$ cat src/sv/arq_pkg.sv
// Shared constants, codes and control types of the acked report queue.
package arq_pkg;

  localparam int QUEUE_DEPTH    = 16;
  localparam int KEYBOARD_BYTES = 8;
  localparam int CONSUMER_BYTES = 2;

  localparam int IDX_W  = $clog2(QUEUE_DEPTH);
  localparam int CNT_W  = $clog2(QUEUE_DEPTH + 1);
  localparam int KB_W   = KEYBOARD_BYTES * 8;
  localparam int CB_W   = CONSUMER_BYTES * 8;
  localparam int SEQ_W  = 32;
  localparam int KIND_W = 8;
  localparam int LEN_W  = 8;
  localparam int DATA_W = 64;

  localparam int IN_TDATA_W  = 112;
  localparam int OUT_TDATA_W = 120;
  localparam int CFG_IDX_W   = 1;
  localparam int CFG_DATA_W  = 8;

  localparam logic [CFG_IDX_W-1:0] REG_KBD_CODE = 1'd0;
  localparam logic [CFG_IDX_W-1:0] REG_CON_CODE = 1'd1;

  localparam logic [KIND_W-1:0] KBD_CODE_RST = 8'd1;
  localparam logic [KIND_W-1:0] CON_CODE_RST = 8'd2;

  typedef enum logic [1:0] {
    CMD_PUSH       = 2'd0,
    CMD_ACK        = 2'd1,
    CMD_SESSION    = 2'd2,
    CMD_DISCONNECT = 2'd3
  } arq_cmd_e;

  typedef enum logic [1:0] {
    ST_OK       = 2'd0,
    ST_INVALID  = 2'd1,
    ST_FULL     = 2'd2,
    ST_MISMATCH = 2'd3
  } arq_status_e;

  typedef struct packed {
    logic latch;
    logic exec;
    logic sess2;
    logic load_out;
  } arq_ctl_t;

  typedef struct packed {
    logic is_session;
    logic out_free;
  } arq_stat_t;

endpackage

$ cat src/sv/arq_ctrl.sv
// Sequencing state machine of the acked report queue.
module arq_ctrl (
  input  logic              clk_i,
  input  logic              rst_ni,
  input  logic              in_valid_i,
  output logic              in_ready_o,
  input  arq_pkg::arq_stat_t stat_i,
  output arq_pkg::arq_ctl_t  ctl_o
);
  import arq_pkg::*;

  typedef enum logic [2:0] {
    S_IDLE,
    S_EXEC,
    S_SESS2,
    S_READ,
    S_RESULT
  } state_e;

  state_e state_q;
  logic   ready_q;

  always_comb begin
    ctl_o.latch    = ready_q && in_valid_i;
    ctl_o.exec     = (state_q == S_EXEC);
    ctl_o.sess2    = (state_q == S_SESS2);
    ctl_o.load_out = (state_q == S_RESULT) && stat_i.out_free;
  end

  assign in_ready_o = ready_q;

  always_ff @(posedge clk_i or negedge rst_ni) begin
    if (!rst_ni) begin
      state_q <= S_IDLE;
      ready_q <= 1'b1;
    end else begin
      case (state_q)
        S_IDLE: begin
          if (in_valid_i) begin
            state_q <= S_EXEC;
            ready_q <= 1'b0;
          end
        end
        S_EXEC: begin
          state_q <= stat_i.is_session ? S_SESS2 : S_READ;
        end
        S_SESS2: begin
          state_q <= S_READ;
        end
        S_READ: begin
          state_q <= S_RESULT;
        end
        S_RESULT: begin
          if (stat_i.out_free) begin
            state_q <= S_IDLE;
            ready_q <= 1'b1;
          end
        end
        default: begin
          state_q <= S_IDLE;
          ready_q <= 1'b1;
        end
      endcase
    end
  end

  a_accept_exec: assert property (@(posedge clk_i) disable iff (!rst_ni)
    ctl_o.latch |=> (state_q == S_EXEC))
    else $error("accepted word did not start execution");

  a_ready_idle: assert property (@(posedge clk_i) disable iff (!rst_ni)
    ready_q |-> (state_q == S_IDLE))
    else $error("ready outside idle");

  a_load_free: assert property (@(posedge clk_i) disable iff (!rst_ni)
    ctl_o.load_out |=> !ready_q || (state_q == S_IDLE))
    else $error("result load did not return to idle");

endmodule

$ cat src/sv/arq_datapath.sv
// Ring, latest reports, sequence counter and result register of the queue.
module arq_datapath (
  input  logic                                clk_i,
  input  logic                                rst_ni,
  input  logic                                cfg_we_i,
  input  logic [arq_pkg::CFG_IDX_W-1:0]       cfg_idx_i,
  input  logic [arq_pkg::CFG_DATA_W-1:0]      cfg_wdata_i,
  input  logic [1:0]                          in_cmd_i,
  input  logic [arq_pkg::IN_TDATA_W-1:0]      in_data_i,
  input  logic                                out_ready_i,
  output logic                                out_valid_o,
  output logic [arq_pkg::OUT_TDATA_W-1:0]     out_data_o,
  input  arq_pkg::arq_ctl_t                   ctl_i,
  output arq_pkg::arq_stat_t                  stat_o
);
  import arq_pkg::*;

  // configuration
  logic [KIND_W-1:0] kbd_code_q, con_code_q;

  // latched word
  arq_cmd_e          cmd_q;
  logic [KIND_W-1:0] kind_q;
  logic [LEN_W-1:0]  len_q;
  logic [DATA_W-1:0] data_q;
  logic [SEQ_W-1:0]  ack_q;

  // queue state
  logic [IDX_W-1:0] head_q, head_d;
  logic [CNT_W-1:0] cnt_q, cnt_d;
  logic [SEQ_W-1:0] next_seq_q, next_seq_d;
  logic             online_q, online_d;
  logic [KB_W-1:0]  latest_kbd_q, latest_kbd_d;
  logic [CB_W-1:0]  latest_con_q, latest_con_d;
  arq_status_e      status_q, status_d;
  logic             queued_q, queued_d;

  // ring
  logic [SEQ_W-1:0]  seq_mem  [QUEUE_DEPTH];
  logic [KIND_W-1:0] kind_mem [QUEUE_DEPTH];
  logic [DATA_W-1:0] data_mem [QUEUE_DEPTH];
  logic [SEQ_W-1:0]  rd_seq_q;
  logic [KIND_W-1:0] rd_kind_q;
  logic [DATA_W-1:0] rd_data_q;

  logic              wr_en;
  logic [IDX_W-1:0]  wr_addr;
  logic [SEQ_W-1:0]  wr_seq;
  logic [KIND_W-1:0] wr_kind;
  logic [DATA_W-1:0] wr_data;

  // result
  logic                   out_valid_q;
  logic [OUT_TDATA_W-1:0] out_data_q;

  logic [IDX_W:0]    slot_sum;
  logic [IDX_W-1:0]  tail_slot;
  logic [IDX_W-1:0]  head_next;
  logic              can_enq;
  logic              is_kbd, is_con, len_ok;
  logic [KB_W-1:0]   v_kbd;
  logic [CB_W-1:0]   v_con;
  logic              differs;
  logic              head_valid;
  logic [SEQ_W-1:0]  show_seq;
  logic [KIND_W-1:0] show_kind;
  logic [DATA_W-1:0] show_data;

  always_comb begin
    slot_sum  = (IDX_W+1)'(head_q) + (IDX_W+1)'(cnt_q);
    tail_slot = (slot_sum >= (IDX_W+1)'(QUEUE_DEPTH))
                ? IDX_W'(slot_sum - (IDX_W+1)'(QUEUE_DEPTH)) : IDX_W'(slot_sum);
    head_next = (head_q == IDX_W'(QUEUE_DEPTH - 1)) ? '0 : head_q + IDX_W'(1);
    can_enq   = (cnt_q != CNT_W'(QUEUE_DEPTH)) && (next_seq_q != '1);
    is_kbd    = (kind_q == kbd_code_q);
    is_con    = !is_kbd && (kind_q == con_code_q);
    len_ok    = (is_kbd && (len_q == LEN_W'(KEYBOARD_BYTES)))
             || (is_con && (len_q == LEN_W'(CONSUMER_BYTES)));
    v_kbd     = data_q[KB_W-1:0];
    v_con     = data_q[CB_W-1:0];
    differs   = is_kbd ? (latest_kbd_q != v_kbd) : (latest_con_q != v_con);
  end

  always_comb begin
    head_d       = head_q;
    cnt_d        = cnt_q;
    next_seq_d   = next_seq_q;
    online_d     = online_q;
    latest_kbd_d = latest_kbd_q;
    latest_con_d = latest_con_q;
    status_d     = status_q;
    queued_d     = queued_q;
    wr_en        = 1'b0;
    wr_addr      = tail_slot;
    wr_seq       = next_seq_q;
    wr_kind      = kind_q;
    wr_data      = is_kbd ? DATA_W'(v_kbd) : DATA_W'(v_con);
    if (ctl_i.exec) begin
      status_d = ST_OK;
      queued_d = 1'b0;
      case (cmd_q)
        CMD_PUSH: begin
          if (!len_ok) begin
            status_d = ST_INVALID;
          end else if (differs) begin
            if (is_kbd) begin
              latest_kbd_d = v_kbd;
            end else begin
              latest_con_d = v_con;
            end
            if (online_q) begin
              if (can_enq) begin
                wr_en      = 1'b1;
                next_seq_d = next_seq_q + SEQ_W'(1);
                cnt_d      = cnt_q + CNT_W'(1);
                queued_d   = 1'b1;
              end else begin
                status_d = ST_FULL;
              end
            end
          end
        end
        CMD_ACK: begin
          if ((cnt_q == '0) || (rd_seq_q != ack_q)) begin
            status_d = ST_MISMATCH;
          end else begin
            head_d = head_next;
            cnt_d  = cnt_q - CNT_W'(1);
          end
        end
        CMD_SESSION: begin
          wr_en      = 1'b1;
          wr_addr    = '0;
          wr_seq     = SEQ_W'(1);
          wr_kind    = kbd_code_q;
          wr_data    = DATA_W'(latest_kbd_q);
          head_d     = '0;
          cnt_d      = CNT_W'(1);
          next_seq_d = SEQ_W'(2);
          online_d   = 1'b1;
        end
        CMD_DISCONNECT: begin
          head_d   = '0;
          cnt_d    = '0;
          online_d = 1'b0;
        end
        default: begin
          status_d = ST_OK;
        end
      endcase
    end else if (ctl_i.sess2) begin
      wr_en      = 1'b1;
      wr_kind    = con_code_q;
      wr_data    = DATA_W'(latest_con_q);
      next_seq_d = next_seq_q + SEQ_W'(1);
      cnt_d      = cnt_q + CNT_W'(1);
    end
  end

  always_ff @(posedge clk_i or negedge rst_ni) begin
    if (!rst_ni) begin
      kbd_code_q   <= KBD_CODE_RST;
      con_code_q   <= CON_CODE_RST;
      head_q       <= '0;
      cnt_q        <= '0;
      next_seq_q   <= '0;
      online_q     <= 1'b0;
      latest_kbd_q <= '0;
      latest_con_q <= '0;
      status_q     <= ST_OK;
      queued_q     <= 1'b0;
      out_valid_q  <= 1'b0;
    end else begin
      if (cfg_we_i) begin
        case (cfg_idx_i)
          REG_KBD_CODE: kbd_code_q <= cfg_wdata_i;
          REG_CON_CODE: con_code_q <= cfg_wdata_i;
          default: begin
          end
        endcase
      end
      head_q       <= head_d;
      cnt_q        <= cnt_d;
      next_seq_q   <= next_seq_d;
      online_q     <= online_d;
      latest_kbd_q <= latest_kbd_d;
      latest_con_q <= latest_con_d;
      status_q     <= status_d;
      queued_q     <= queued_d;
      if (ctl_i.load_out) begin
        out_valid_q <= 1'b1;
      end else if (out_ready_i) begin
        out_valid_q <= 1'b0;
      end
    end
  end

  always_ff @(posedge clk_i) begin
    if (ctl_i.latch) begin
      cmd_q  <= arq_cmd_e'(in_cmd_i);
      kind_q <= in_data_i[7:0];
      len_q  <= in_data_i[15:8];
      data_q <= in_data_i[79:16];
      ack_q  <= in_data_i[111:80];
    end
  end

  always_ff @(posedge clk_i) begin
    if (wr_en) begin
      seq_mem[wr_addr]  <= wr_seq;
      kind_mem[wr_addr] <= wr_kind;
      data_mem[wr_addr] <= wr_data;
    end
    rd_seq_q  <= seq_mem[head_q];
    rd_kind_q <= kind_mem[head_q];
    rd_data_q <= data_mem[head_q];
  end

  always_comb begin
    head_valid = (cnt_q != '0);
    show_seq   = head_valid ? rd_seq_q  : '0;
    show_kind  = head_valid ? rd_kind_q : '0;
    show_data  = head_valid ? rd_data_q : '0;
  end

  always_ff @(posedge clk_i) begin
    if (ctl_i.load_out) begin
      out_data_q <= {(OUT_TDATA_W - 113)'(0), 5'(cnt_q), show_data, show_kind, show_seq,
                     head_valid, queued_q, status_q};
    end
  end

  assign out_valid_o       = out_valid_q;
  assign out_data_o        = out_data_q;
  assign stat_o.is_session = (cmd_q == CMD_SESSION);
  assign stat_o.out_free   = !out_valid_q || out_ready_i;

  a_cnt_bound: assert property (@(posedge clk_i) disable iff (!rst_ni)
    cnt_q <= CNT_W'(QUEUE_DEPTH))
    else $error("frame count beyond ring depth");

  a_session_fill: assert property (@(posedge clk_i) disable iff (!rst_ni)
    ctl_i.sess2 |=> (cnt_q == CNT_W'(2)) && (head_q == '0) && online_q)
    else $error("session did not queue both reports");

  a_no_overrun: assert property (@(posedge clk_i) disable iff (!rst_ni)
    (ctl_i.exec && wr_en && (cmd_q == CMD_PUSH)) |-> can_enq && online_q)
    else $error("ring written while full or offline");

endmodule

$ cat src/sv/acked_report_queue.sv
// Top level of the acked report queue: controller plus datapath.
//
//  channel   dir  handshake                        payload
//  s_axis    in   s_axis_tvalid_i/s_axis_tready_o  tuser: command; tdata: kind,len,data,ack
//  m_axis    out  m_axis_tvalid_o/m_axis_tready_i  tdata: status..queue_count
//  cfg       in   cfg_we_i                         cfg_idx_i, cfg_wdata_i
//
// Each word passes through latch, execute, second ring write (session only),
// head read and result load, which waits until the output register frees.
// The ring has a single write port, so a session writes its two frames in turn.
// Reset is asynchronous, active low; the ring contents are not cleared.
// A result waiting on m_axis does not block the next accept; a second result
// holds in the controller until the output register frees.
module acked_report_queue (
  input  logic                              clk_i,
  input  logic                              rst_ni,
  input  logic                              s_axis_tvalid_i,
  output logic                              s_axis_tready_o,
  // [7:0] report_kind, [15:8] report_length, [79:16] report_data,
  // [111:80] ack_sequence
  input  logic [arq_pkg::IN_TDATA_W-1:0]    s_axis_tdata_i,
  // [1:0] command
  input  logic [1:0]                        s_axis_tuser_i,
  output logic                              m_axis_tvalid_o,
  input  logic                              m_axis_tready_i,
  // [1:0] status, [2] report_queued, [3] head_valid, [35:4] head_sequence,
  // [43:36] head_kind, [107:44] head_data, [112:108] queue_count, rest zero
  output logic [arq_pkg::OUT_TDATA_W-1:0]   m_axis_tdata_o,
  input  logic                              cfg_we_i,
  input  logic [arq_pkg::CFG_IDX_W-1:0]     cfg_idx_i,
  input  logic [arq_pkg::CFG_DATA_W-1:0]    cfg_wdata_i
);
  import arq_pkg::*;

  arq_ctl_t  ctl;
  arq_stat_t stat;

  arq_ctrl u_ctrl (
    .clk_i      (clk_i),
    .rst_ni     (rst_ni),
    .in_valid_i (s_axis_tvalid_i),
    .in_ready_o (s_axis_tready_o),
    .stat_i     (stat),
    .ctl_o      (ctl)
  );

  arq_datapath u_datapath (
    .clk_i       (clk_i),
    .rst_ni      (rst_ni),
    .cfg_we_i    (cfg_we_i),
    .cfg_idx_i   (cfg_idx_i),
    .cfg_wdata_i (cfg_wdata_i),
    .in_cmd_i    (s_axis_tuser_i),
    .in_data_i   (s_axis_tdata_i),
    .out_ready_i (m_axis_tready_i),
    .out_valid_o (m_axis_tvalid_o),
    .out_data_o  (m_axis_tdata_o),
    .ctl_i       (ctl),
    .stat_o      (stat)
  );

endmodule
$ cat config.mk
export PLATFORM = sky130hd
export DESIGN_NAME = acked_report_queue
export DESIGN_NICKNAME = d
export VERILOG_FILES = /design/src/sv/arq_pkg.sv /design/src/sv/arq_ctrl.sv /design/src/sv/arq_datapath.sv /design/src/sv/acked_report_queue.sv
export SDC_FILE = /design/constraint.sdc
export NUM_CORES = 2
export LEC_CHECK = 0
export BUFFER_PORTS_ARGS = -buffer_cell sky130_fd_sc_hd__buf_2
export CAP_MARGIN = 20
export CORE_AREA = 3 3 456 458
export DETAILED_ROUTE_END_ITERATION = 7
export DIE_AREA = 0 0 459 461
export GPL_ROUTABILITY_DRIVEN = 1
export PLACE_DENSITY = 0.56
export RECOVER_POWER = 100
export SETUP_SLACK_MARGIN = 0.15
export SLEW_MARGIN = 20
export SYNTH_ARGS = -nofsm -noshare
export SYNTH_HDL_FRONTEND = slang
export SYNTH_SLANG_ARGS = --single-unit
$ cat constraint.sdc
create_clock -name clk_i -period 15.7 [get_ports clk_i]
set_clock_uncertainty 0.05 [all_clocks]
set_input_delay 1.57 -clock clk_i [delete_from_list [all_inputs] [get_ports clk_i]]
set_output_delay 1.57 -clock clk_i [all_outputs]
set_load 0.05 [all_outputs]
* After elaboration in Yosys (flattened, before gate mapping) *
Memory sizes are Yosys's and may differ from the RTL's. A register that Yosys moved wholly into a read port is not among the register bits.
Cells that the tools add are included.

word-level totals
  memories = 3
  input port bits = 128
  RAM bits = 1664
  output and inout bits = 122
  register bits = 373

operators by class
  bitwise logic cells = 3
  $lt $le $gt $ge = 1
  muxes and demuxes = 57
  $add $sub $neg = 6
  eq/ne operators = 26
  reductions and logical operators = 31

memories
  memory               depth  width  rd ports  clocked after memory_dff  wr ports  line                text
  u_datapath.data_mem  16     64     1         1                         1         arq_datapath.sv:41  logic [DATA_W-1:0] data_mem [QUEUE_DEPTH];
  u_datapath.seq_mem   16     32     1         1                         1         arq_datapath.sv:39  logic [SEQ_W-1:0] seq_mem [QUEUE_DEPTH];
  u_datapath.kind_mem  16     8      1         1                         1         arq_datapath.sv:40  logic [KIND_W-1:0] kind_mem [QUEUE_DEPTH];

operators by type and width
  kind                                                                   count
  32-bit two-way mux                                                     8
  64-bit two-way mux                                                     4
  64-bit != test                                                         1
  32-bit one-hot mux with 2 select lines                                 1
  5-bit two-way mux                                                      7
  32-bit by 1-bit adder with 32-bit output, second input constant        1
  32-bit != test                                                         1
  32-bit != test, second input constant                                  1
  8-bit two-way mux                                                      3
  4-bit two-way mux                                                      5
  5-bit one-hot mux with 4 select lines                                  1
  8-bit equality test                                                    2
  16-bit != test                                                         1
  1-bit two-way mux                                                      15
  3-bit one-hot mux with 5 select lines                                  1
  3-bit by 2-bit != test with 1-bit output, second input constant        4
  6-bit AND reduction                                                    2
  2-bit two-way mux                                                      5
  5-bit AND reduction                                                    2
  8-bit by 2-bit equality test with 1-bit output, second input constant  1
  8-bit by 4-bit equality test with 1-bit output, second input constant  1
  4-bit one-hot mux with 2 select lines                                  1
  2-bit AND reduction                                                    4
  2-bit nonzero test                                                     4
  other kinds (32)                                                       48

* Depth between registers and ports, before layout *
  word-level depth = 10
  gate-level depth with buffers = 11
  depth with buffers taken out = 9

* Cells and area by module *
A second synthesis with hierarchy kept.

second synthesis, totals
  cells, all modules = 3745
  area total of the unflattened synthesis = 81381.8 µm²

by module, submodules not included
  module        area each (µm²)  instances  cells an instance
  arq_datapath  81155.3          1          3721
  arq_ctrl      226.5            1          24

* Worst setup path before layout *
OpenSTA, ideal clock, no wires.

  path type = reg2reg
  from = register u_datapath.len_q[5]
  to = memory u_datapath.data_mem[0][0] (enable)
  library setup time = 0.849 ns
  slack = 2.431 ns
  required time = 14.801 ns
  buffers on the path = 1
  stages on the path, launching flop included = 10
  clock period less this slack = 13.269 ns
  data arrival time = 12.370 ns
  cells stage by stage = edfxtp_1 -> nor4_1 -> nand2_1 -> nor4_4 -> and4_1 -> buf_4 -> a21oi_2 -> nor3_4 -> nor2_2 -> o41ai_1

on the way
  cells in the longest elaborated chain, start to end = 8
  elaborated cells between the ends (all ways) = 10
  classes of those cells = eq/ne (2); mux (5); reduce/logical (3)

ends and longest elaborated chain
  element                                                                                                                  line                                    text
  start, declared                                                                                                          arq_datapath.sv:24                      logic [LEN_W-1:0] len_q;
  start signal, assigned                                                                                                   arq_datapath.sv:202                     len_q <= in_data_i[15:8];
  8-bit by 4-bit equality test with 1-bit output / 8-bit by 2-bit equality test with 1-bit output (equally long branches)  arq_datapath.sv:77, arq_datapath.sv:78
  1-bit logical AND (on tied branches)                                                                                     arq_datapath.sv:77, arq_datapath.sv:78
  1-bit logical OR *                                                                                                       arq_datapath.sv:78                      || (is_con && (len_q == LEN_W'(CONSUMER_BYTES)));
  1-bit two-way mux *                                                                                                      arq_datapath.sv:103                     if (!len_ok) begin
  1-bit one-hot mux with 2 select lines *                                                                                  arq_datapath.sv:101                     case (cmd_q)
  1-bit two-way mux *                                                                                                      arq_datapath.sv:98                      if (ctl_i.exec) begin
  1-bit two-way mux *                                                                                                      arq_datapath.sv:209                     if (wr_en) begin
  1-bit two-way mux (not written as such) *                                                                                arq_datapath.sv:212                     data_mem[wr_addr] <= wr_data;
  end, declared                                                                                                            arq_datapath.sv:41

Mark *: on every way between the ends. The rest lies on a longest branch, timed or not.

==> results.txt <==
All-Layer GR Usage -> 19.7%
Worst-Margin Slew -> 8.67 ns
Worst path slowest cell -> clkbuf_1
Syn Inst Count -> 3737
P&R area growth vs syn -> 13.9%
post-CTS setup buffer count -> 0
sequential share of the synthesized area -> 76.8%
CP max stage delay -> 6.15 ns
post-synth cell types -> 84
FF+latch area -> 62500 um2
Mean Syn Cell Area -> 21.8 um2
Starting Density -> 39.8%
final cycle utilization of the critical path -> 66.1%
Syn. warnings -> 0
CTS HTree Levels -> 4
EDFF count, synth -> 1891
CP endpoint kind -> flip-flop
Power Density -> 159 nW/um2
Bufs on Longest Clock Path -> 3
worst path cell trace -> clkbuf_1 -> mux4_2 -> mux4_2
dpl cell area -> 86000 um2
Fillers -> 17300
Crit Path Max Fanout -> 129
FMAX -> 0.0963 GHz
Die H -> 461 um
Hold Vio Cnt, Final -> 0
Total Die Area -> 212000 um2
GRT Residual Overflow -> 0
CTS resizes -> 0
residual DRC count -> 0
remaining antenna violation count -> 0
initial antenna violation count -> 21
fin. max-slew vios -> 2639
max_slew headroom -> -478%
DR vias -> 38700
vias per cell -> 5.55
first-pass GRT wire length -> 300 mm
largest net degree at the start of global routing -> 140
NumNets Final -> 4229
unrepaired setup endpoints after global routing -> false
Routed WL per cell -> 29.8 um
Max Cap Viol -> 67
Final Util -> 45.4%
Req. time, crit path -> 16.41 ns
predominant post-synthesis flop cell -> edfxtp_1
switch share -> 26.1%
CORE AREA -> 204000 um2
worst skew pair latency -> 0.85 ns
crit path time final -> 10.38 ns
Placer Congestion -> 0.784
post-DP HPWL -> 115 mm
critical path arrival -> 11.09 ns
Cell Area, Synth -> 81400 um2
CTS tree -> done
Switch Pwr -> 0.00386 W
Logic pwr share -> 15.1%
result of the run -> finished, violations left
Reg clk slew, reported paths -> 0.06 ns
1st-iter DRT viols -> 3631
Min-Delay Path Class -> flip-flop to flip-flop
Clock power frac -> 35.7%
fin area -> 92700 um2
Placement Rows -> 166
port buffer count -> 242
hold buffer count at cts -> 0
maximum vdd drop -> 0.116 mV
final wirelength -> 208 mm
Int Power -> 0.0109 W
Setup-failing EPs final -> 0
Seq pwr share -> 49.2%
crit start category -> flip-flop
io pins -> 250
Die W -> 459 um
area of the multi-input gates -> 18000 um2
Root Buffer -> clkbuf_16
share of cells above drive strength 1 -> 24.4%
Clock Sinks -> 2141
First-pass DRT Iterations -> 5
vias in the first global route -> 40000
TNS Setup -> 0 ns
Seq cells post-synth -> 2141
P_leak -> 28.9 nW
Setup CP Type -> flip-flop to flip-flop
TritonCTS Buffers -> 215
Synth async-reset ratio -> 6.82%
CP dominant cell by count -> mux4_2
failing checks -> max-capacitance violations, max-slew violations
[placed cells by master (no fill, tap or decap), drive strengths merged, types with 16 or more instances in the layout]
master,count
dfxtp,104
clkinv,85
bufinv,27
and2,134
mux2,114
dfrtp,143
a22o,48
nor3,16
nor4,39
o21ai,28
a22oi,24
edfxtp,1891
inv,25
nand3,37
buf,80
clkbuf,521
xor2,123
mux4,520
a21oi,18
nand2,94
nor2,61
[sequential cells by signal, summed over array words and instances (netlist names), 64 cells and up]
register	cells
u_datapath.data_mem	1024
u_datapath.seq_mem	512
u_datapath.kind_mem	128
u_datapath.out_data_o	113
u_datapath.data_q	64
u_datapath.latest_kbd_q	64
u_datapath.rd_data_q	64
[cell usage after synthesis, types with 8 or more instances]
master,number,area (um2)
inv_1,16,60.1
and3_1,13,81.3
buf_1,38,143
nand3_1,35,175
buf_4,16,120
xor2_1,123,1080
a21oi_1,16,80.1
nor4_1,34,213
nand2_1,92,345
and2_1,134,838
nor2_1,59,221
mux2_1,14,158
a22oi_1,24,180
nand4_1,15,93.8
clkbuf_1,128,480
dfxtp_1,104,2080
ha_1,8,100
o21ai_0,21,105
dfrtp_1,143,3580
nor3_1,14,70.1
xnor2_1,9,78.8
mux4_2,520,11700
a22o_1,48,420
mux2_2,99,1110
edfxtp_1,1891,56800
[worst paths after layout]
check / slack, ns / cells after the start / startpoint / to
max: 5.32 / 3 / u_datapath.head_q[1]$_DFFE_PN0P_ / u_datapath.rd_data_q[28]$_DFF_P_
min in group asynchronous: 2.54 / 1 / rst_ni / u_datapath.kbd_code_q[2]$_DFFE_PN0P_
min reg2reg: 0.45 / 1 / u_datapath.rd_data_q[46]$_DFF_P_ / u_datapath.out_data_o[90]$_SDFFCE_PN0P_
min: 0.45 / 1 / u_datapath.rd_data_q[46]$_DFF_P_ / u_datapath.out_data_o[90]$_SDFFCE_PN0P_
max in group asynchronous: 7.14 / 2 / rst_ni / u_datapath.latest_kbd_q[48]$_DFFE_PN0P_
max reg2reg: 5.32 / 3 / u_datapath.head_q[1]$_DFFE_PN0P_ / u_datapath.rd_data_q[28]$_DFF_P_
[critical path: cells and delay by family, from the launching register on]
kind | cells | cell delay (ns)
flops | 1 | 2.23
mux | 2 | 1.64
buf+inv | 1 | 6.15
[routing by layer]
metal	global-route usage, %	vias to the layer above	part of all wire [%]
met2	32.0	1214	49
met3	2.95	289	5.3
li1	-	16100	-
met5	0	-	0.00048
met1	28.4	21000	44
met4	4.30	2	1.9
[cell families (layout without fill, tap and decap cells)]
family / after synthesis / count (layout) / share of synthesized area [%]
muxes: 636 / 636 / 16.0
other: 1 / 11 / 0.00461
xor gates and xnor gates: 132 / 132 / 1.42
AOI/OAI and AO/OA: 170 / 170 / 1.59
DFF: 2141 / 2141 / 76.8
and+or+nand+nor: 443 / 443 / 3.02
adders and majority gates: 9 / 9 / 0.148
buffers and inverters: 205 / 745 / 1.04
[cell type report]
| cell class | instances | area share, % |
|---|---|---|
| diodes | 4 | 0.0108 |
| clock buffers | 281 | 6.32 |
| clock inverters | 127 | 1.55 |
| inverters | 17 | 0.0769 |
| multi-input cells | 1397 | 19.4 |
| flip-flops and latches | 2141 | 67.4 |
| well taps | 2688 | 3.63 |
| repair buffers | 320 | 1.54 |
[stage by stage]
stage	power, W	hold slack [ns]	setup WS (ns)	cells
after floorplan	0.00887	0.373	2.43	3743
after global placement	0.00964	0.428	9.51	6560
after detailed placement	0.00966	0.432	9.48	6561
after CTS	0.0149	0.451	9.46	6969
after global routing	0.0153	0.450	4.65	6972
final	0.0148	0.450	5.32	6975
[power groups by stage]
stage               clock (W)  combinational, W  sequential [W]
finish                0.00526           0.00223         0.00726
global route          0.00561           0.00241         0.00732
CTS                   0.00537           0.00233         0.00723
detailed placement          0           0.00232         0.00734
global placement            0           0.00231         0.00732
floorplan                   0           0.00142         0.00745
Note: power is estimated with default switching activity, not from simulation.
